===== config.mk =====
export PLATFORM = sky130hd
export DESIGN_NAME = thermal_presence_detector
export DESIGN_NICKNAME = d
export VERILOG_FILES = /design/src/rtl/tpd_pkg.sv /design/src/rtl/tpd_ram.sv /design/src/rtl/thermal_presence_detector.sv
export SDC_FILE = /design/constraint.sdc
export NUM_CORES = 2
export LEC_CHECK = 0
export ABC_CLOCK_PERIOD_IN_PS = 19800
export CAP_MARGIN = 10
export CORE_ASPECT_RATIO = 1.5
export CORE_MARGIN = 8
export CORE_UTILIZATION = 55
export DETAILED_ROUTE_END_ITERATION = 6
export DONT_BUFFER_PORTS = 1
export PLACE_DENSITY = 0.7
export SYNTH_ARGS = -nofsm -noshare
export SYNTH_HDL_FRONTEND = slang
export SYNTH_SLANG_ARGS = --single-unit

===== constraint.sdc =====
create_clock -name aclk -period 19.8 [get_ports aclk]
set_input_delay 0.99 -clock aclk [delete_from_list [all_inputs] [get_ports aclk]]
set_output_delay 0.99 -clock aclk [all_outputs]
set_load 0.02 [all_outputs]

===== src/rtl/tpd_pkg.sv =====
package tpd_pkg;

    localparam int PIX_W     = 16;
    localparam int SQ_W      = 2 * PIX_W;
    localparam int SUM_W     = 36;
    localparam int TMR_W     = 8;
    localparam int ROLE_W    = 2;
    localparam int NUM_BUFS  = 3;
    localparam int CFG_AW    = 2;
    localparam int CFG_DW    = 36;
    localparam int S_TDATA_W = 16;
    localparam int M_TDATA_W = 80;

    // Configuration register indexes
    localparam logic [CFG_AW-1:0] REG_MOTION_THR = 2'd0;
    localparam logic [CFG_AW-1:0] REG_BG_THR     = 2'd1;
    localparam logic [CFG_AW-1:0] REG_MOTION_TMO = 2'd2;

    localparam logic [SUM_W-1:0] MOTION_THR_RST = 36'd1000;
    localparam logic [SUM_W-1:0] BG_THR_RST     = 36'd1000;
    localparam logic [TMR_W-1:0] MOTION_TMO_RST = 8'd10;
    localparam logic [TMR_W-1:0] TIMER_RST      = 8'd100;
    localparam logic [TMR_W-1:0] TIMER_MAX      = 8'hFF;
    localparam logic [SUM_W-1:0] SUM_MAX        = {SUM_W{1'b1}};

    typedef logic [ROLE_W-1:0] role_t;

    localparam role_t ROLE_CUR_RST  = 2'd0;
    localparam role_t ROLE_LAST_RST = 2'd1;
    localparam role_t ROLE_BG_RST   = 2'd2;

    // Packed from the top bit down; room_empty lands in bit 0
    typedef struct packed {
        logic             bg_refreshed;
        logic [SUM_W-1:0] background_error;
        logic [SUM_W-1:0] motion_error;
        logic             room_empty;
    } result_t;

    function automatic logic [SQ_W-1:0] sq_diff(input logic [PIX_W-1:0] a,
                                                 input logic [PIX_W-1:0] b);
        logic [PIX_W-1:0] d;
        d = (a > b) ? (a - b) : (b - a);
        return SQ_W'(d) * SQ_W'(d);
    endfunction

    function automatic logic [SUM_W-1:0] sat_add(input logic [SUM_W-1:0] s,
                                                 input logic [SQ_W-1:0]  v);
        logic [SUM_W:0] r;
        r = {1'b0, s} + (SUM_W+1)'(v);
        return r[SUM_W] ? SUM_MAX : r[SUM_W-1:0];
    endfunction

endpackage


===== src/rtl/tpd_ram.sv =====
module tpd_ram #(
    parameter int WIDTH = 16,
    parameter int DEPTH = 16
) (
    input  logic                     aclk,
    input  logic                     we,
    input  logic [$clog2(DEPTH)-1:0] waddr,
    input  logic [WIDTH-1:0]         wdata,
    input  logic                     re,
    input  logic [$clog2(DEPTH)-1:0] raddr,
    output logic [WIDTH-1:0]         rdata
);

    logic [WIDTH-1:0] mem [DEPTH];
    logic [WIDTH-1:0] rdata_reg;

    // Read returns the old word on a same-address write
    always_ff @(posedge aclk) begin
        if (we) begin
            mem[waddr] <= wdata;
        end
        if (re) begin
            rdata_reg <= mem[raddr];
        end
    end

    assign rdata = rdata_reg;

endmodule


===== src/rtl/thermal_presence_detector.sv =====
// Thermal presence detector.
// Input stream (s_*): one pixel per beat, s_tdata[15:0] = pixel_value, s_tlast marks
// the last pixel of a frame. The PIXELS-th pixel closes a frame even without s_tlast.
// Output stream (m_*): one beat per frame, emitted after its last pixel:
// room_empty, motion_error, background_error, background_refreshed.
// Configuration: cfg_we/cfg_addr/cfg_wdata write motion threshold (0), background
// threshold (1) and motion timeout (2); write only while the block is idle.
// Throughput: one pixel per cycle unless a stall holds the pipe. The three frame
// buffers are RAMs, each read once per cycle at the incoming pixel position; a
// one-entry bypass covers the write of the preceding pixel, so there are no bubbles.
// Result: the beat shows on m_tvalid once the last pixel has passed the accumulate
// stage and loaded the output register; a stall can hold it in the accumulate stage.
// Reset (aresetn low, synchronous): thresholds 1000, timeout 10, motion timer 100,
// sums cleared, buffer roles restored, first-frame seeding armed. Buffer contents
// are not cleared; the first frame writes every position it covers into all three.
// Stall: a result waiting in the output register does not block input. Only when a
// second frame-end result is ready while the first is still held does s_tready drop
// and the whole pipe hold until m_tready takes the waiting beat.
module thermal_presence_detector #(
    parameter int PIXELS = 16
) (
    input  logic                             aclk,
    input  logic                             aresetn,
    // input pixel stream
    input  logic                             s_tvalid,
    output logic                             s_tready,
    input  logic [tpd_pkg::S_TDATA_W-1:0]    s_tdata,   // [15:0] pixel_value
    input  logic                             s_tlast,   // frame_end
    // result stream
    output logic                             m_tvalid,
    input  logic                             m_tready,
    output logic [tpd_pkg::M_TDATA_W-1:0]    m_tdata,   // [0] room_empty,
                                                        // [36:1] motion_error,
                                                        // [72:37] background_error,
                                                        // [73] background_refreshed,
                                                        // [79:74] zero
    // configuration write port
    input  logic                             cfg_we,
    input  logic [tpd_pkg::CFG_AW-1:0]       cfg_addr,
    input  logic [tpd_pkg::CFG_DW-1:0]       cfg_wdata
);

    import tpd_pkg::*;

    localparam int CNT_W = $clog2(PIXELS);
    localparam logic [CNT_W-1:0] LAST_POS = CNT_W'(PIXELS - 1);

    // configuration
    logic [SUM_W-1:0] motion_thr_reg;
    logic [SUM_W-1:0] bg_thr_reg;
    logic [TMR_W-1:0] motion_tmo_reg;

    // input side
    logic [CNT_W-1:0] cnt_reg;
    logic             s_acc;
    logic             s_end;

    // accumulate stage
    logic             s1_valid_reg;
    logic [PIX_W-1:0] s1_pix_reg;
    logic [CNT_W-1:0] s1_pos_reg;
    logic             s1_end_reg;
    logic             advance;
    logic             stall;
    logic             s1_go;

    // frame buffers
    logic [NUM_BUFS-1:0] buf_we;
    logic [NUM_BUFS-1:0] byp_reg;
    logic [PIX_W-1:0]    byp_data_reg;
    logic [PIX_W-1:0]    buf_rd [NUM_BUFS];
    logic [PIX_W-1:0]    buf_q  [NUM_BUFS];
    logic [PIX_W-1:0]    last_q;
    logic [PIX_W-1:0]    bg_q;

    // frame state
    role_t            role_cur_reg;
    role_t            role_last_reg;
    role_t            role_bg_reg;
    logic [SUM_W-1:0] mo_sum_reg;
    logic [SUM_W-1:0] bg_sum_reg;
    logic [SUM_W-1:0] mo_sum_next;
    logic [SUM_W-1:0] bg_sum_next;
    logic [TMR_W-1:0] timer_reg;
    logic [TMR_W-1:0] timer_eff;
    logic             first_reg;
    logic             motion_hit;
    logic             empty_pre;
    logic             refresh;
    logic             empty;

    // output register
    logic             m_valid_reg;
    result_t          result_reg;

    // ---------------- configuration ----------------
    always_ff @(posedge aclk) begin
        if (!aresetn) begin
            motion_thr_reg <= MOTION_THR_RST;
            bg_thr_reg     <= BG_THR_RST;
            motion_tmo_reg <= MOTION_TMO_RST;
        end else if (cfg_we) begin
            unique case (cfg_addr)
                REG_MOTION_THR: motion_thr_reg <= cfg_wdata[SUM_W-1:0];
                REG_BG_THR:     bg_thr_reg     <= cfg_wdata[SUM_W-1:0];
                REG_MOTION_TMO: motion_tmo_reg <= cfg_wdata[TMR_W-1:0];
                default: ;
            endcase
        end
    end

    // ---------------- handshake ----------------
    // Hold everything when a second result is due and the output is still full
    assign stall    = s1_valid_reg && s1_end_reg && m_valid_reg && !m_tready;
    assign advance  = !stall;
    assign s_tready = advance;
    assign s_acc    = s_tvalid && s_tready;
    assign s1_go    = s1_valid_reg && advance;
    assign s_end    = s_tlast || (cnt_reg == LAST_POS);

    // Pixel position counter: wrap on frame end
    always_ff @(posedge aclk) begin
        if (!aresetn) begin
            cnt_reg <= '0;
        end else if (s_acc) begin
            cnt_reg <= s_end ? '0 : cnt_reg + 1'b1;
        end
    end

    always_ff @(posedge aclk) begin
        if (!aresetn) begin
            s1_valid_reg <= 1'b0;
        end else if (advance) begin
            s1_valid_reg <= s_tvalid;
        end
    end

    always_ff @(posedge aclk) begin
        if (s_acc) begin
            s1_pix_reg <= s_tdata[PIX_W-1:0];
            s1_pos_reg <= cnt_reg;
            s1_end_reg <= s_end;
        end
    end

    // ---------------- frame buffers ----------------
    // First frame seeds all three buffers; afterwards only the current one is written
    for (genvar i = 0; i < NUM_BUFS; i++) begin : g_buf
        assign buf_we[i] = s1_go && (first_reg || (role_cur_reg == ROLE_W'(i)));

        tpd_ram #(
            .WIDTH (PIX_W),
            .DEPTH (PIXELS)
        ) u_ram (
            .aclk  (aclk),
            .we    (buf_we[i]),
            .waddr (s1_pos_reg),
            .wdata (s1_pix_reg),
            .re    (advance),
            .raddr (cnt_reg),
            .rdata (buf_rd[i])
        );

        // Forward the pixel written in the same cycle the read was issued
        always_ff @(posedge aclk) begin
            if (advance) begin
                byp_reg[i] <= buf_we[i] && (s1_pos_reg == cnt_reg);
            end
        end

        assign buf_q[i] = byp_reg[i] ? byp_data_reg : buf_rd[i];
    end

    always_ff @(posedge aclk) begin
        if (advance) begin
            byp_data_reg <= s1_pix_reg;
        end
    end

    always_comb begin
        case (role_last_reg)
            2'd0:    last_q = buf_q[0];
            2'd1:    last_q = buf_q[1];
            default: last_q = buf_q[2];
        endcase
        case (role_bg_reg)
            2'd0:    bg_q = buf_q[0];
            2'd1:    bg_q = buf_q[1];
            default: bg_q = buf_q[2];
        endcase
    end

    // ---------------- accumulate and decide ----------------
    always_comb begin
        if (first_reg) begin
            mo_sum_next = mo_sum_reg;
            bg_sum_next = bg_sum_reg;
        end else begin
            mo_sum_next = sat_add(mo_sum_reg, sq_diff(s1_pix_reg, last_q));
            bg_sum_next = sat_add(bg_sum_reg, sq_diff(s1_pix_reg, bg_q));
        end

        // Motion restarts the timer; occupied while it is below the timeout
        motion_hit = mo_sum_next > motion_thr_reg;
        timer_eff  = motion_hit ? '0 : timer_reg;
        empty_pre  = timer_eff >= motion_tmo_reg;
        refresh    = empty_pre && (bg_sum_next < bg_thr_reg);
        empty      = empty_pre && !(bg_sum_next > bg_thr_reg);
    end

    always_ff @(posedge aclk) begin
        if (!aresetn) begin
            mo_sum_reg    <= '0;
            bg_sum_reg    <= '0;
            timer_reg     <= TIMER_RST;
            first_reg     <= 1'b1;
            role_cur_reg  <= ROLE_CUR_RST;
            role_last_reg <= ROLE_LAST_RST;
            role_bg_reg   <= ROLE_BG_RST;
        end else if (s1_go) begin
            if (s1_end_reg) begin
                mo_sum_reg <= '0;
                bg_sum_reg <= '0;
                timer_reg  <= (timer_eff == TIMER_MAX) ? timer_eff : timer_eff + 1'b1;
                first_reg  <= 1'b0;
                // Current becomes last; on refresh last becomes background
                role_last_reg <= role_cur_reg;
                if (refresh) begin
                    role_bg_reg  <= role_last_reg;
                    role_cur_reg <= role_bg_reg;
                end else begin
                    role_cur_reg <= role_last_reg;
                end
            end else begin
                mo_sum_reg <= mo_sum_next;
                bg_sum_reg <= bg_sum_next;
            end
        end
    end

    // ---------------- output register ----------------
    always_ff @(posedge aclk) begin
        if (!aresetn) begin
            m_valid_reg <= 1'b0;
        end else if (s1_go && s1_end_reg) begin
            m_valid_reg <= 1'b1;
        end else if (m_tready) begin
            m_valid_reg <= 1'b0;
        end
    end

    always_ff @(posedge aclk) begin
        if (s1_go && s1_end_reg) begin
            result_reg.room_empty       <= empty;
            result_reg.motion_error     <= mo_sum_next;
            result_reg.background_error <= bg_sum_next;
            result_reg.bg_refreshed     <= refresh;
        end
    end

    assign m_tvalid = m_valid_reg;
    assign m_tdata  = {(M_TDATA_W - $bits(result_t))'(0), result_reg};

    // ---------------- assertions ----------------
    // The three buffer roles always name three different buffers
    a_roles_distinct: assert property (@(posedge aclk) disable iff (!aresetn)
        (role_cur_reg != role_last_reg) && (role_cur_reg != role_bg_reg)
        && (role_last_reg != role_bg_reg))
        else $error("buffer roles overlap");

    // Motion above threshold at a frame end leaves the timer at one
    a_timer_restart: assert property (@(posedge aclk) disable iff (!aresetn)
        (s1_go && s1_end_reg && !first_reg && motion_hit) |=> (timer_reg == TMR_W'(1)))
        else $error("motion timer did not restart");

    // Leaving the seeding frame always produces a result beat
    a_first_result: assert property (@(posedge aclk) disable iff (!aresetn)
        $fell(first_reg) |-> m_tvalid)
        else $error("first frame ended without a result");

    // A result is never loaded over one that was not taken
    a_no_overwrite: assert property (@(posedge aclk) disable iff (!aresetn)
        (m_tvalid && !m_tready) |-> !s1_go || !s1_end_reg)
        else $error("pending result overwritten");

endmodule


==> flow_metrics.py <==
metrics = {
    "run_status": {
        "outcome": "finished, final reports clean",
    },
    "clock_tree": {
        "cts_made_buffers": 100,
        "cts_setup_buffers": 0,
        "clk_root_buffer_cell": "clkbuf_16",
        "clkLatencyLatePin_ps": 760,
        "clock_sinks": 1103,
        "ctsHtreeMaxLevel": 3,
        "cts_tree": "done",
        "clockBufferDepth": 3,
        "cts_resized": 0,
        "cts_hold_buf": 0,
        "cts.clk_slew.worst_paths_ps": 70,
    },
    "sta": {
        "clock_skew_ps": 69.5,
        "slew_violations": 0,
        "min_period_over_period": 0.784,
        "fin_tns_setup_ps": 0,
        "rsz0062_at_grt": "no",
        "fmax_mhz": 64.5,
        "maxSlewHeadroom": 0.238,
        "worstMarginPinSlew_ps": 1110,
        "finalSetupViolCount": 0,
        "fin_crit_ps": 15510,
        "hold_viol": 0,
    },
    "die": {
        "initial_core_util": 0.551,
        "io_pins": 142,
        "coreArea_sq_mm": 0.117,
        "dieHeight_microns": 435,
        "die_w_microns": 296,
        "core.rowCount": 154,
        "dieArea_sq_mm": 0.129,
    },
    "setup_path": {
        "regToRegSetupSlack_ps": 4290,
        "cp.depth": 55,
        "critPathLaunch": "byp_reg[1]",
        "crit_arrival_ps": 16140,
        "critPathMaxStageDelay_ps": 990,
        "slowest_stage": "edfxtp_1",
        "r2r-end": "role_bg_reg[1]",
        "start_kind": "register",
        "reg2reg_depth": 55,
        "critPathTopFamily": "compound AO/OA/AOI/OAI gates",
        "endpoint": "role_bg_reg[1]",
        "crit_path_max_fanout": 19,
        "path_class": "reg -> reg",
        "critPathCaptureType": "register",
        "worstPathRequired_ps": 20420,
        "reg2reg_from": "byp_reg[1]",
        "worst-path-buf-inv": 9,
    },
    "routing": {
        "vias_per_cell": 5.88,
        "num_vias": 39951,
        "antenna_left": 0,
        "drc": 0,
        "drt_iter0_markers": 3078,
        "wire_per_inst_microns": 24.4,
        "wl_microns": 166000,
        "firstDrtPassIters": 5,
    },
    "synth": {
        "ys_seq_elements": 1103,
        "synth_area_sq_mm": 0.0645,
        "avgSynthCellArea_sq_um": 12.6,
        "ys_types": 83,
        "ys_async_sr_fraction": 0,
        "synth-seq-area-share": 0.487,
        "synthCells": 5132,
        "yosysWarningCount": 0,
        "ys.flop_type": "edfxtp_1",
        "synth_edf_count": 930,
    },
    "run": {
        "drv_cap": 0,
    },
    "global_routing": {
        "grt_max_degree": 91,
        "grt_pass1_wl_microns": 252000,
        "grt_usage": 0.259,
        "grt-ovfl-total": 0,
        "antenna_found_initial": 4,
        "grt_pass1_vias": 41615,
    },
    "finish": {
        "stdcell_count": 6796,
        "drive_above_1_share": 0.116,
        "largest_reg_flops": 768,
        "num-fill-cells": 9200,
        "syn_to_final_growth_pct": 8.35,
        "nets": 5953,
        "stdcell_area_sq_mm": 0.0698,
        "fin_util": 0.597,
    },
    "place": {
        "hpwl_microns": 121000,
        "place_area_sq_mm": 0.0665,
        "place.gp.congestion": 0.950,
        "io_buffers": 0,
        "dpl.cell_count": 6602,
    },
    "worst_hold_path": {
        "hold_class": "in -> reg",
        "hp-start": "s_tdata[2]",
    },
}
[final cells by class]
cell class / instances / area [sq um] / share of cell area
diodes: 6 / 15.0 / 0.000215
well taps: 1560 / 1950 / 0.0279
multi-input cells: 2993 / 29100 / 0.417
inverters: 818 / 3070 / 0.0440
clock buffers: 115 / 2600 / 0.0372
flip-flops and latches: 1103 / 31400 / 0.450
clock inverters: 73 / 694 / 0.00994
repair buffers: 128 / 973 / 0.0139
[cells in the final DEF (no fill, tap or decap), types with 133 or more instances in the layout]
cell type  count
edfxtp_1     930
inv_1        808
o21ai_0      133
dfxtp_1      168
a21oi_1      274
nor2_1       351
nand2_1      387
mux4_2       240
fa_1         393
ha_1         356
[per-stage QoR]
stage	worst slack (ps)	hold WS (ps)
floorplan	5990	406
global placement	4780	425
detailed placement	4470	429
CTS	4400	265
global route	3540	297
finish	4290	320
[Yosys cell counts, types with 29 or more instances]
| master | number | area, sq um |
|---|---|---|
| a21o_1 | 89 | 668 |
| a21oi_1 | 275 | 1380 |
| buf_2 | 33 | 165 |
| clkbuf_1 | 159 | 597 |
| dfxtp_1 | 173 | 3460 |
| edfxtp_1 | 930 | 27900 |
| fa_1 | 393 | 7870 |
| ha_1 | 356 | 4450 |
| inv_1 | 810 | 3040 |
| mux2i_1 | 66 | 661 |
| mux4_2 | 240 | 5410 |
| nand2_1 | 387 | 1450 |
| nand2b_1 | 29 | 181 |
| nand3_1 | 42 | 210 |
| nand4_1 | 37 | 231 |
| nor2_1 | 352 | 1320 |
| nor3_1 | 42 | 210 |
| o211ai_1 | 31 | 233 |
| o21a_1 | 51 | 383 |
| o21ai_0 | 133 | 666 |
| xnor2_1 | 55 | 482 |
| xor2_1 | 35 | 307 |
[how the worst min path moves through the flow]
stage,endpoint,slack (ps),depth (start not counted)
3_5_place_dp,bg_sum_reg[30],430,2
6_report,s1_pix_reg[2],320,0
3_3_place_gp,bg_sum_reg[30],420,2
2_1_floorplan,s1_pos_reg[2],410,0
5_1_grt,s1_pix_reg[2],300,0
4_1_cts,s1_pix_reg[2],270,0
[metal layers]
metal	part of all wire	vias up	GRT usage
li1	-	17973	-
met1	0.36	20217	0.293
met2	0.52	1354	0.466
met3	0.051	407	0.0314
met4	0.062	0	0.148
met5	0	-	0
[cells by family after synthesis]
logic type / share of synthesized area
buf+inv: 0.0619
simple gates: 0.0703
mux: 0.0987
xor+xnor: 0.0125
flops: 0.487
fa+ha+maj: 0.191
other cells: 0.0000582
compound gates: 0.0785
Power is left out: the tool's default activity adds up to more than one toggle a clock period on the data nets, which glitch-free logic cannot reach.
